## src/rtl/core/zfbw_pkg.sv

```systemverilog
// Shared types and codes for the Zstandard frame and block walker.
`default_nettype none
package zfbw_pkg;

   localparam int OUT_POS_W = 48;

   typedef enum logic [1:0] {
      KIND_BLOCK = 2'd0,
      KIND_FRAME = 2'd1,
      KIND_SKIP  = 2'd2,
      KIND_ERROR = 2'd3
   } kind_type;

   typedef enum logic [1:0] {
      ERR_NONE      = 2'd0,
      ERR_MAGIC     = 2'd1,
      ERR_BLOCKTYPE = 2'd2,
      ERR_HEADER    = 2'd3
   } err_type;

   typedef struct packed {
      kind_type               kind;
      err_type                code;
      logic [OUT_POS_W-1:0]   unit_offset;
      logic [OUT_POS_W-1:0]   unit_size;
      logic [OUT_POS_W-1:0]   body_offset;
      logic [OUT_POS_W-1:0]   body_size;
      logic                   stored;
      logic [63:0]            decoded_len;
      logic                   last_block;
      logic                   run_end;
   } event_type;

endpackage : zfbw_pkg
`default_nettype wire

```

## src/rtl/core/zfbw_evq.sv

```systemverilog
// Four-entry event queue between the byte parser and the result channel.
`default_nettype none
module zfbw_evq (
   input  wire logic                clock,
   input  wire logic                reset,
   input  wire logic [1:0]          push_n,
   input  wire zfbw_pkg::event_type push_ev0,
   input  wire zfbw_pkg::event_type push_ev1,
   output logic                     room,
   output logic                     rsp_valid,
   input  wire logic                rsp_ready,
   output zfbw_pkg::event_type      head
);
   import zfbw_pkg::*;

   event_type  mem_ff [4];
   logic [1:0] wp_ff, wp_in, rp_ff, rp_in;
   logic [2:0] count_ff, count_in;
   logic       pop;

   assign pop       = rsp_valid && rsp_ready;
   assign rsp_valid = (count_ff != 3'd0);
   assign room      = (count_ff <= 3'd2);
   assign head      = mem_ff[rp_ff];

   always_comb begin
      wp_in    = wp_ff + push_n;
      rp_in    = rp_ff + {1'b0, pop};
      count_in = count_ff + {1'b0, push_n} - {2'b00, pop};
   end

   always_ff @(posedge clock) begin
      if (reset) begin
         wp_ff    <= '0;
         rp_ff    <= '0;
         count_ff <= '0;
      end else begin
         wp_ff    <= wp_in;
         rp_ff    <= rp_in;
         count_ff <= count_in;
      end
   end

   always_ff @(posedge clock) begin
      if (push_n != 2'd0) mem_ff[wp_ff] <= push_ev0;
      if (push_n == 2'd2) mem_ff[wp_ff + 2'd1] <= push_ev1;
   end

   a_count_bound: assert property (@(posedge clock) disable iff (reset)
      count_ff <= 3'd4) else $error("event queue count out of range");
   a_no_overflow: assert property (@(posedge clock) disable iff (reset)
      push_n != 2'd0 |-> count_ff <= 3'd2) else $error("event queue overflow");
   a_push_limit: assert property (@(posedge clock) disable iff (reset)
      push_n != 2'd3) else $error("more than two events in one cycle");

endmodule : zfbw_evq
`default_nettype wire

```

## src/rtl/core/zstd_frame_block_walker.sv

```systemverilog
// Top level: byte-serial Zstandard frame, block and skippable-frame walker.
//
//   channel | dir | handshake             | payload
//   req     | in  | req_valid/req_ready   | stream_byte
//   rsp     | out | rsp_valid/rsp_ready   | one event: kind, code, offsets, sizes, flags
//
// One byte is taken per cycle while req_ready is high; its parse is combinational
// and pushes into a four-entry event queue. A byte can emit up to two events
// (block then frame), so a stalled result side holds req_ready low once the queue
// has fewer than two free slots. Reset is synchronous and clears the parser and the
// queue; after an error event all bytes are taken and dropped until reset.
`default_nettype none
module zstd_frame_block_walker #(
   parameter int POS_BITS = 48
) (
   input  wire logic        clock,
   input  wire logic        reset,
   input  wire logic        req_valid,
   output logic             req_ready,
   input  wire logic [7:0]  req_stream_byte,
   output logic             rsp_valid,
   input  wire logic        rsp_ready,
   output logic [1:0]       rsp_event_kind,
   output logic [1:0]       rsp_error_code,
   output logic [47:0]      rsp_unit_offset,
   output logic [47:0]      rsp_unit_size,
   output logic [47:0]      rsp_body_offset,
   output logic [47:0]      rsp_body_size,
   output logic             rsp_stored_flag,
   output logic [63:0]      rsp_decoded_len,
   output logic             rsp_last_block,
   output logic             rsp_run_end
);
   import zfbw_pkg::*;

   typedef enum logic [2:0] {
      PH_MAGIC, PH_SKIPLEN, PH_DESC, PH_HDRREST, PH_BLKHDR
   } phase_type;

   localparam logic [POS_BITS-1:0] POS_MAX = '1;

   phase_type           phase_ff, phase_in;
   logic [3:0]          fbc_ff, fbc_in;
   logic [63:0]         gather_ff, gather_in;
   logic [7:0]          desc_ff, desc_in;
   logic [POS_BITS-1:0] pos_ff, pos_in;
   logic [32:0]         skip_ff, skip_in;
   logic [POS_BITS-1:0] fstart_ff, fstart_in;
   logic                chk_ff, chk_in;
   logic [63:0]         fsize_ff, fsize_in;
   logic [POS_BITS-1:0] poff_ff, poff_in;
   logic [32:0]         psz_ff, psz_in;
   logic [20:0]         pcsz_ff, pcsz_in;
   logic                pvalid_ff, pvalid_in;
   logic                pskip_ff, pskip_in;
   logic                pstored_ff, pstored_in;
   logic                plast_ff, plast_in;
   logic                fowed_ff, fowed_in;
   logic                failed_ff, failed_in;

   logic       take;
   logic [1:0] push_n;
   event_type  ev0, ev1, head;
   logic       room;

   function automatic logic [3:0] fcs_len(input logic [7:0] d);
      logic [3:0] r;
      case (d[7:6])
         2'd0:    r = d[5] ? 4'd1 : 4'd0;
         2'd1:    r = 4'd2;
         2'd2:    r = 4'd4;
         2'd3:    r = 4'd8;
         default: r = 4'd0;
      endcase
      return r;
   endfunction

   function automatic logic [47:0] to_out(input logic [POS_BITS-1:0] v);
      logic [63:0] w;
      w = 64'(v);
      return w[47:0];
   endfunction

   function automatic logic [63:0] put_byte(input logic [63:0] g, input logic [2:0] idx,
                                            input logic [7:0] b);
      logic [63:0] r;
      r = g;
      for (int i = 0; i < 8; i++) begin
         if (idx == 3'(i)) r[8*i +: 8] = g[8*i +: 8] | b;
      end
      return r;
   endfunction

   assign take      = req_valid && req_ready;
   assign req_ready = room;

   always_comb begin
      logic              drain;
      logic              err;
      err_type           ecode;
      logic [POS_BITS-1:0] ewhere;
      logic [3:0]        fl;
      logic [3:0]        rest;
      logic [23:0]       bh;
      logic [32:0]       wire_len;
      logic [POS_BITS:0] psum;
      logic [3:0]        hl;
      logic [1:0]        nidx;
      logic [POS_BITS-1:0] fsz;
      logic              do_finish;
      event_type         bev, fev;

      phase_in   = phase_ff;
      fbc_in     = fbc_ff;
      gather_in  = gather_ff;
      desc_in    = desc_ff;
      pos_in     = pos_ff;
      skip_in    = skip_ff;
      fstart_in  = fstart_ff;
      chk_in     = chk_ff;
      fsize_in   = fsize_ff;
      poff_in    = poff_ff;
      psz_in     = psz_ff;
      pcsz_in    = pcsz_ff;
      pvalid_in  = pvalid_ff;
      pskip_in   = pskip_ff;
      pstored_in = pstored_ff;
      plast_in   = plast_ff;
      fowed_in   = fowed_ff;
      failed_in  = failed_ff;
      drain      = 1'b0;
      err        = 1'b0;
      ecode      = ERR_NONE;
      ewhere     = '0;
      fl         = fcs_len(desc_ff);
      rest       = '0;
      bh         = '0;
      wire_len   = '0;
      do_finish  = 1'b0;

      if (take && !failed_ff) begin
         pos_in = (pos_ff == POS_MAX) ? pos_ff : pos_ff + 1'b1;
         if (skip_ff != 33'd0) begin
            skip_in = skip_ff - 1'b1;
            drain   = (skip_in == 33'd0);
         end else begin
            case (phase_ff)
               PH_SKIPLEN: begin
                  gather_in = put_byte(gather_ff, {1'b0, fbc_ff[1:0]}, req_stream_byte);
                  fbc_in    = fbc_ff + 1'b1;
                  if (fbc_in == 4'd4) begin
                     poff_in    = fstart_ff;
                     psz_in     = {1'b0, gather_in[31:0]};
                     pcsz_in    = '0;
                     pvalid_in  = 1'b1;
                     pskip_in   = 1'b1;
                     pstored_in = 1'b1;
                     plast_in   = 1'b0;
                     skip_in    = {1'b0, gather_in[31:0]};
                     gather_in  = '0;
                     fbc_in     = '0;
                     phase_in   = PH_MAGIC;
                     drain      = (skip_in == 33'd0);
                  end
               end
               PH_DESC: begin
                  if (req_stream_byte[3]) begin
                     err    = 1'b1;
                     ecode  = ERR_HEADER;
                     ewhere = fstart_ff;
                  end else begin
                     desc_in   = req_stream_byte;
                     chk_in    = req_stream_byte[2];
                     fl        = fcs_len(req_stream_byte);
                     rest      = (req_stream_byte[5] ? 4'd0 : 4'd1)
                               + ((req_stream_byte[1:0] == 2'd3) ? 4'd4
                                                                 : {2'b00, req_stream_byte[1:0]})
                               + fl;
                     gather_in = '0;
                     fbc_in    = rest;
                     if (rest == 4'd0) do_finish = 1'b1;
                     else phase_in = PH_HDRREST;
                  end
               end
               PH_HDRREST: begin
                  if (fbc_ff != 4'd0 && fbc_ff <= fl) begin
                     gather_in = put_byte(gather_ff, 3'(fl - fbc_ff), req_stream_byte);
                  end
                  fbc_in = (fbc_ff != 4'd0) ? fbc_ff - 1'b1 : 4'd0;
                  if (fbc_in == 4'd0) do_finish = 1'b1;
               end
               PH_BLKHDR: begin
                  if (fbc_ff == 4'd0) poff_in = pos_ff;
                  gather_in = put_byte(gather_ff, {1'b0, fbc_ff[1:0]}, req_stream_byte);
                  fbc_in    = fbc_ff + 1'b1;
                  if (fbc_in == 4'd3) begin
                     bh        = gather_in[23:0];
                     gather_in = '0;
                     fbc_in    = '0;
                     if (bh[2:1] == 2'd3) begin
                        err    = 1'b1;
                        ecode  = ERR_BLOCKTYPE;
                        ewhere = poff_ff;
                     end else begin
                        wire_len   = (bh[2:1] == 2'd1) ? 33'd1 : 33'(bh[23:3]);
                        psz_in     = wire_len;
                        pcsz_in    = (bh[2:1] == 2'd2) ? 21'd0 : bh[23:3];
                        pvalid_in  = 1'b1;
                        pskip_in   = 1'b0;
                        pstored_in = (bh[2:1] == 2'd0);
                        plast_in   = bh[0];
                        skip_in    = wire_len;
                        if (bh[0]) begin
                           if (chk_ff) skip_in = wire_len + 33'd4;
                           fowed_in = 1'b1;
                           phase_in = PH_MAGIC;
                        end
                        drain = (skip_in == 33'd0);
                     end
                  end
               end
               default: begin
                  if (fbc_ff == 4'd0) begin
                     fstart_in = pos_ff;
                     gather_in = '0;
                  end
                  phase_in  = PH_MAGIC;
                  gather_in = put_byte(gather_in, {1'b0, fbc_ff[1:0]}, req_stream_byte);
                  fbc_in    = fbc_ff + 1'b1;
                  if (fbc_in == 4'd4) begin
                     fbc_in = '0;
                     if (gather_in[31:4] == 28'h184D2A5) begin
                        phase_in = PH_SKIPLEN;
                     end else if (gather_in[31:0] != 32'hFD2FB528) begin
                        err    = 1'b1;
                        ecode  = ERR_MAGIC;
                        ewhere = fstart_in;
                     end else begin
                        phase_in = PH_DESC;
                     end
                     gather_in = '0;
                  end
               end
            endcase
         end
      end

      if (do_finish) begin
         case (fl)
            4'd0:    fsize_in = '0;
            4'd2:    fsize_in = gather_in + 64'd256;
            default: fsize_in = gather_in;
         endcase
         gather_in = '0;
         fbc_in    = '0;
         phase_in  = PH_BLKHDR;
      end

      // block event from the pending slot
      hl   = pskip_in ? 4'd8 : 4'd3;
      psum = {1'b0, poff_in} + (POS_BITS+1)'(hl);
      bev                = '0;
      bev.kind           = pskip_in ? KIND_SKIP : KIND_BLOCK;
      bev.code           = ERR_NONE;
      bev.unit_offset    = to_out(poff_in);
      bev.unit_size      = 48'(psz_in) + 48'(hl);
      bev.body_offset    = psum[POS_BITS] ? to_out(POS_MAX) : to_out(psum[POS_BITS-1:0]);
      bev.body_size      = 48'(psz_in);
      bev.stored         = pstored_in;
      bev.decoded_len    = 64'(pcsz_in);
      bev.last_block     = plast_in;

      fsz                = pos_in - fstart_in;
      fev                = '0;
      fev.kind           = KIND_FRAME;
      fev.code           = ERR_NONE;
      fev.unit_offset    = to_out(fstart_in);
      fev.unit_size      = to_out(fsz);
      fev.body_offset    = to_out(fstart_in);
      fev.body_size      = to_out(fsz);
      fev.decoded_len    = fsize_in;

      ev0    = '0;
      ev1    = '0;
      push_n = 2'd0;
      nidx   = 2'd0;
      if (err) begin
         failed_in      = 1'b1;
         ev0.kind       = KIND_ERROR;
         ev0.code       = ecode;
         ev0.unit_offset = to_out(ewhere);
         ev0.run_end    = 1'b1;
         push_n         = 2'd1;
      end else if (drain) begin
         if (pvalid_in) begin
            ev0       = bev;
            ev0.run_end = !fowed_in;
            nidx      = 2'd1;
            pvalid_in = 1'b0;
         end
         if (fowed_in) begin
            if (nidx == 2'd0) begin
               ev0 = fev;
               ev0.run_end = 1'b1;
            end else begin
               ev1 = fev;
               ev1.run_end = 1'b1;
            end
            nidx     = nidx + 2'd1;
            fowed_in = 1'b0;
         end
         push_n = nidx;
      end
   end

   always_ff @(posedge clock) begin
      if (reset) begin
         phase_ff   <= PH_MAGIC;
         fbc_ff     <= '0;
         gather_ff  <= '0;
         desc_ff    <= '0;
         pos_ff     <= '0;
         skip_ff    <= '0;
         fstart_ff  <= '0;
         chk_ff     <= 1'b0;
         fsize_ff   <= '0;
         poff_ff    <= '0;
         psz_ff     <= '0;
         pcsz_ff    <= '0;
         pvalid_ff  <= 1'b0;
         pskip_ff   <= 1'b0;
         pstored_ff <= 1'b0;
         plast_ff   <= 1'b0;
         fowed_ff   <= 1'b0;
         failed_ff  <= 1'b0;
      end else begin
         phase_ff   <= phase_in;
         fbc_ff     <= fbc_in;
         gather_ff  <= gather_in;
         desc_ff    <= desc_in;
         pos_ff     <= pos_in;
         skip_ff    <= skip_in;
         fstart_ff  <= fstart_in;
         chk_ff     <= chk_in;
         fsize_ff   <= fsize_in;
         poff_ff    <= poff_in;
         psz_ff     <= psz_in;
         pcsz_ff    <= pcsz_in;
         pvalid_ff  <= pvalid_in;
         pskip_ff   <= pskip_in;
         pstored_ff <= pstored_in;
         plast_ff   <= plast_in;
         fowed_ff   <= fowed_in;
         failed_ff  <= failed_in;
      end
   end

   zfbw_evq u_evq (
      .clock     (clock),
      .reset     (reset),
      .push_n    (push_n),
      .push_ev0  (ev0),
      .push_ev1  (ev1),
      .room      (room),
      .rsp_valid (rsp_valid),
      .rsp_ready (rsp_ready),
      .head      (head)
   );

   assign rsp_event_kind     = head.kind;
   assign rsp_error_code     = head.code;
   assign rsp_unit_offset    = head.unit_offset;
   assign rsp_unit_size      = head.unit_size;
   assign rsp_body_offset    = head.body_offset;
   assign rsp_body_size      = head.body_size;
   assign rsp_stored_flag    = head.stored;
   assign rsp_decoded_len    = head.decoded_len;
   assign rsp_last_block     = head.last_block;
   assign rsp_run_end        = head.run_end;

   a_failed_sticky: assert property (@(posedge clock) disable iff (reset)
      failed_ff |=> failed_ff) else $error("error state left without reset");
   a_failed_quiet: assert property (@(posedge clock) disable iff (reset)
      failed_ff |-> push_n == 2'd0 && skip_ff == 33'd0) else $error("events after error");
   a_pos_frozen: assert property (@(posedge clock) disable iff (reset)
      failed_ff |=> $stable(pos_ff)) else $error("position moved after error");

endmodule : zstd_frame_block_walker
`default_nettype wire

```

## config.mk

```make
export PLATFORM = sky130hd
export DESIGN_NAME = zstd_frame_block_walker
export DESIGN_NICKNAME = d
export VERILOG_FILES = /design/src/rtl/core/zfbw_pkg.sv /design/src/rtl/core/zfbw_evq.sv /design/src/rtl/core/zstd_frame_block_walker.sv
export SDC_FILE = /design/constraint.sdc
export NUM_CORES = 2
export LEC_CHECK = 0
export BUFFER_PORTS_ARGS = -buffer_cell sky130_fd_sc_hd__buf_2
export CAP_MARGIN = 20
export CORE_MARGIN = 2
export CORE_UTILIZATION = 63
export DETAILED_ROUTE_END_ITERATION = 7
export PLACE_DENSITY = 0.86
export REMOVE_ABC_BUFFERS = 1
export SLEW_MARGIN = 10
export SYNTH_ARGS = -nofsm -noshare
export SYNTH_HDL_FRONTEND = slang
export SYNTH_HIERARCHICAL = 1
export SYNTH_SLANG_ARGS = --single-unit
```

## constraint.sdc

```tcl
create_clock -name clock -period 28.8 [get_ports clock]
set_input_delay 1.44 -clock clock [delete_from_list [all_inputs] [get_ports clock]]
set_output_delay 1.44 -clock clock [all_outputs]
set_load 0.05 [all_outputs]
```

# Word level (Yosys, flattened, before mapping)
# Memories as Yosys holds them, arrays and structs flattened. A register that Yosys moved wholly into a read port is not among the register bits.
# Cells that the tools add are included.
# Widths: inputs -> output; s select.
# classes
add_sub_neg	18
n_mul	0
n_div	0
magnitude_cmp	2
n_eq_ne	48
shift	0
mux	230
bitwise	15
n_reduce_logical	33
# op_table
operator	count
$mux 263	7
$mux 48	19
$mux 64	12
$mux 33	14
$mux 8	49
$mux 262	1
$pmux 64 s4	1
$mux 210	1
$mux 21	7
$pmux 48 s3	1
$pmux 33 s2	2
$pmux 64 s2	1
$or 8x8->8	12
$pmux 48 s2	1
$logic_not 33->1	2
$add 64x9->64 const B	1
$mux 1	60
$mux 4	13
$mux 52	1
$add 48x4->49	1
$add 48x1->48 const B	1
$eq 48x48->1 const B	1
$sub 48x48->48	1
$mux 22	2
other kinds (54)	135
# word_totals
regBits	387
latchBits	0
ramBits	1052
mem_bits_ro	0
inputBits	12
out_inout_bits	265
elab_cells	369
memories	1
# memory_table
memory	words	width	read_ports	rd_ports_with_merged_regs	write_ports	line	rtl
u_evq.mem_ff	4	263	1	1	2	zfbw_evq.sv:16	event_type mem_ff [4];

# Logic depth before layout (Yosys ltp)
# depth
depth_word	30
depth_mapped	33
ltp_nobuf	25

# Cells and area by module
# The synthesis kept the hierarchy.
# by_module_without_submodules
module	n_inst	cells_per_inst	area_per_inst_um2
zfbw_evq	1	2587	50762.4
zstd_frame_block_walker	1	4247	29756.0

# Worst setup path after synthesis
# No wires, ideal clock.
# synth_timing
kind	input -> register
from	in req_stream_byte[2]
to	mem u_evq/mem_ff[0][0] (netlist name), enable pin
setup_time_ps	1252
arrival_time_ps	24527
slack_ps	3021
path_stages	21
cell_sequence	clkbuf_1 buf_2 a21o_1 clkbuf_1 nor2_1 clkbuf_1 nor2_1 ha_1 nand3_1 nor3_1 nand3_1 or3_1 a2111oi_0 a31oi_1 nor4_1 a22oi_1 clkbuf_1 buf_1 o21ai_0 o21bai_1 o21ai_0
# synth_rtl
element	line	rtl
start, declared	zstd_frame_block_walker.sv:20	input wire logic [7:0] req_stream_byte,
end, declared	zfbw_evq.sv:16	

==> impl_metrics.tcl <==
set metrics [dict create \
    cp.required_ps 29370 \
    cts_tree "done" \
    area_growth_pct 9.474 \
    routabilityCongestion 1.031 \
    dp_hpwl_um 160700 \
    synth-seq-cells 1435 \
    combinationalPowerShare_pct 33.3 \
    r2r-start "u_evq/count_ff[1]" \
    arrival_ps 10320 \
    slew_headroom_pct 15.52 \
    clock_skew_ps 52.36 \
    die-area_sq_um 130700 \
    synth.distinct_cells 106 \
    dr.pass1.iters 8 \
    synth_compound_area_share_pct 9.905 \
    crit_path_start_kind "register" \
    grt.total_usage_pct 38.02 \
    vias 61860 \
    grt_setup_unrepaired "no" \
    crit_type "reg -> reg" \
    clkPwrFrac_pct 31.0 \
    crit_chain "a21oi_1 -> nand3b_1 -> nor4_4 -> nand3_1 -> nor3_2 -> buf_4 -> mux2i_1 -> ha_1 -> a21o_1 -> a21o_1 -> a21oi_1 -> nor2_1 -> o311ai_0 -> o31ai_1 -> a41oi_1 -> o21ai_0 -> a21oi_1 -> o31ai_1 -> xnor2_1 -> nor2_1 -> mux2_1" \
    fillerInstances 8475 \
    outcome "complete, but fails checks" \
    clockBufferDepth 3 \
    yosys.area.top_type "edfxtp_1" \
    endpoint_kind "register" \
    period_needed_ps 9756 \
    power.switching_uw 2493 \
    fp.dieH_um 361.5 \
    p_int_uw 3961 \
    fin_area_sq_um 88150 \
    finalSetupTns_ps 0 \
    synthMuxAreaShare_pct 22.88 \
    synth_ff_type "edfxtp_1" \
    floorplan.io_pins 277 \
    grt_antenna_before_repair 7 \
    avgSynthCellArea_sq_um 11.78 \
    drt-met1-wl_um 94430 \
    synth_enable_flop_cells 1052 \
    synth_fa_ha_area_share_pct 1.371 \
    maxCapViolations 0 \
    cp_max_fo 48 \
    slew_violations 0 \
    leakage_uw 0.02964 \
    power.share.sequential_pct 35.7 \
    place_area_sq_um 83090 \
    core-area_sq_um 127200 \
    period_share_pct 33.88 \
    yosys-top-cells-area "edfxtp_1, mux2_2, dfxtp_1" \
    final_core_util_pct 69.30 \
    post_cts_buffers 0 \
    fmax_ghz 0.1025 \
    grt_pass1_wl_um 379600 \
    grt_max_degree 204 \
    holdCritStartpoint "failed_ff" \
    cts_resized 0 \
    yosysWarnings 6 \
    synth_xor_area_share_pct 2.634 \
    dp_cells 8425 \
    nNetsFinal 7017 \
    multiInputGateArea_sq_um 39060 \
    drc 12 \
    cts_root_buffer "clkbuf_16" \
    drive_gt1_share_pct 25.32 \
    synth-simple-area-share_pct 11.33 \
    met3WireLength_um 28180 \
    cts_buffers 151 \
    startpoint "u_evq/count_ff[1]" \
    setup_viol 0 \
    wl_um 254200 \
    via_per_inst 7.100 \
    vdd_drop_max_uv 99.98 \
    swShare_pct 38.62 \
    gr-total-overflow 0 \
    wl_per_cell_um 29.18 \
    synthCells 6834 \
    dr.max_layer_used "met5" \
    synth_top_area_share_pct 39.23 \
    drt_iter0_markers 9931 \
    start_util_pct 63.30 \
    chipWidth_um 361.5 \
    syn_area_sq_um 80520 \
    wl_met2_um 117800 \
    clock_sinks 1435 \
    clk_latency_ps 840 \
    drtAntennaViolNets 0 \
    synth_common_cells "edfxtp_1, mux2_2, nor2_1" \
    rows 131 \
    power_density_nw_per_um2 73.22 \
    ctsHoldBuffers 0 \
    seqCellArea_sq_um 39270 \
    clkSlewWorstSetupHoldPaths_ps 60 \
    async_reset_ff_share_pct 0 \
    path_common_cell "a21oi_1" \
    grt_pass1_vias 60640 \
    yosysMostFrequentCell "edfxtp_1" \
    r2r_slack_ps 19040 \
    hold_viol_final 0 \
    synth_top_family_by_area "multiplexers" \
    cts_htree_levels 4 \
    slowest_delay_ps 890 \
    min_path_type "reg -> reg" \
    yosysSeqAreaShare_pct 48.76 \
    portBuffers 276 \
    slowest_stage "nand3_1" \
    finalNonFillerCells 8713 \
    worstMarginPinSlew_ps 1267 \
    violations "DRC" \
]
per-stage QoR:
| stage | hold WS [ps] | setup slack (ps) | power [uW] |
|---|---|---|---|
| 6_report | 456.5 | 19040 | 6454 |
| 5_1_grt | 488.1 | 18600 | 6619 |
| 4_1_cts | 455.6 | 19060 | 6407 |
| 3_5_place_dp | 446.3 | 18530 | 4429 |
| 3_3_place_gp | 434.1 | 18720 | 4418 |
| 2_1_floorplan | 423.0 | -27540 | 3898 |
routing by layer:
metal	global-route usage, %	vias up
met3	7.899	867
met5	0	-
met2	59.88	4491
met4	18.84	6
met1	50.32	30320
li1	-	26180
state kept, by name, summed over array words and instances, names as in the netlist, 2 cells and up:
register and flops:
fbc_ff 4, pcsz_ff 21, fsize_ff 64, fstart_ff 48, gather_ff 64, u_evq/count_ff 3
phase_ff 3, pos_ff 48, poff_ff 48, psz_ff 33, u_evq/mem_ff 1052, desc_ff 4
u_evq/rp_ff 2, skip_ff 33, u_evq/wp_ff 2
cell type report:
| class | instances | area share (%) |
|---|---|---|
| clock buffers | 203 | 4.752 |
| well taps | 1662 | 2.359 |
| repair buffers | 414 | 2.801 |
| inverters | 66 | 0.2839 |
| clock inverters | 79 | 0.9439 |
| multi-input cells | 4853 | 44.31 |
| diodes | 1 | 0.002839 |
| flip-flops and latches | 1435 | 44.55 |
final timing paths:
| kind | cells past startpoint | end |
|---|---|---|
| setup / recovery | 21 | u_evq/mem_ff[2][114] |
| hold / removal | 2 | failed_ff |
| setup reg to reg | 21 | u_evq/mem_ff[2][114] |
| hold reg to reg | 2 | failed_ff |
critical path: cells and delay by family (launching register included):
kind	cells	cell delay (ps)
compound gates	10	3430
xor+xnor	1	350
fa+ha+maj	1	410
buf+inv	1	880
flops	1	340
mux	2	1030
simple gates	6	2970
power groups by stage:
stage	combinational (uW)	clock, uW	sequential [uW]
2_1_floorplan	1500	0	2400
3_3_place_gp	2080	0	2340
3_5_place_dp	2080	0	2350
4_1_cts	2100	2010	2300
5_1_grt	2220	2080	2310
6_report	2150	2000	2300
kinds of logic (layout without fill, tap and decap cells):
group,after synthesis,in the layout
flip-flops,1435,1435
multiplexers,1378,1378
XOR/XNOR,239,239
AND/OR/NAND/NOR,1895,1895
buffers and inverters,565,762
adder cells (fa/ha/maj),84,84
AO/OA/AOI/OAI,1237,1237
other,1,21
cells in the final DEF (no fill, tap or decap), types with 92 or more instances in the layout:
master / synthesis / layout
xor2_1: 95 / 95
and2_1: 96 / 96
buf_4: 5 / 130
dfxtp_1: 383 / 381
nor2b_1: 116 / 116
o22ai_1: 118 / 118
xnor2_1: 142 / 142
buf_2: 175 / 275
clkbuf_16: 0 / 155
nand3_1: 92 / 92
nor3_1: 106 / 103
a21oi_1: 330 / 325
a22oi_1: 137 / 136
nand2_1: 433 / 433
mux2_1: 283 / 283
o21ai_0: 223 / 220
mux4_2: 263 / 263
mux2_2: 775 / 775
edfxtp_1: 1052 / 1052
nor2_1: 703 / 696
(Power assumes the default switching activity.)
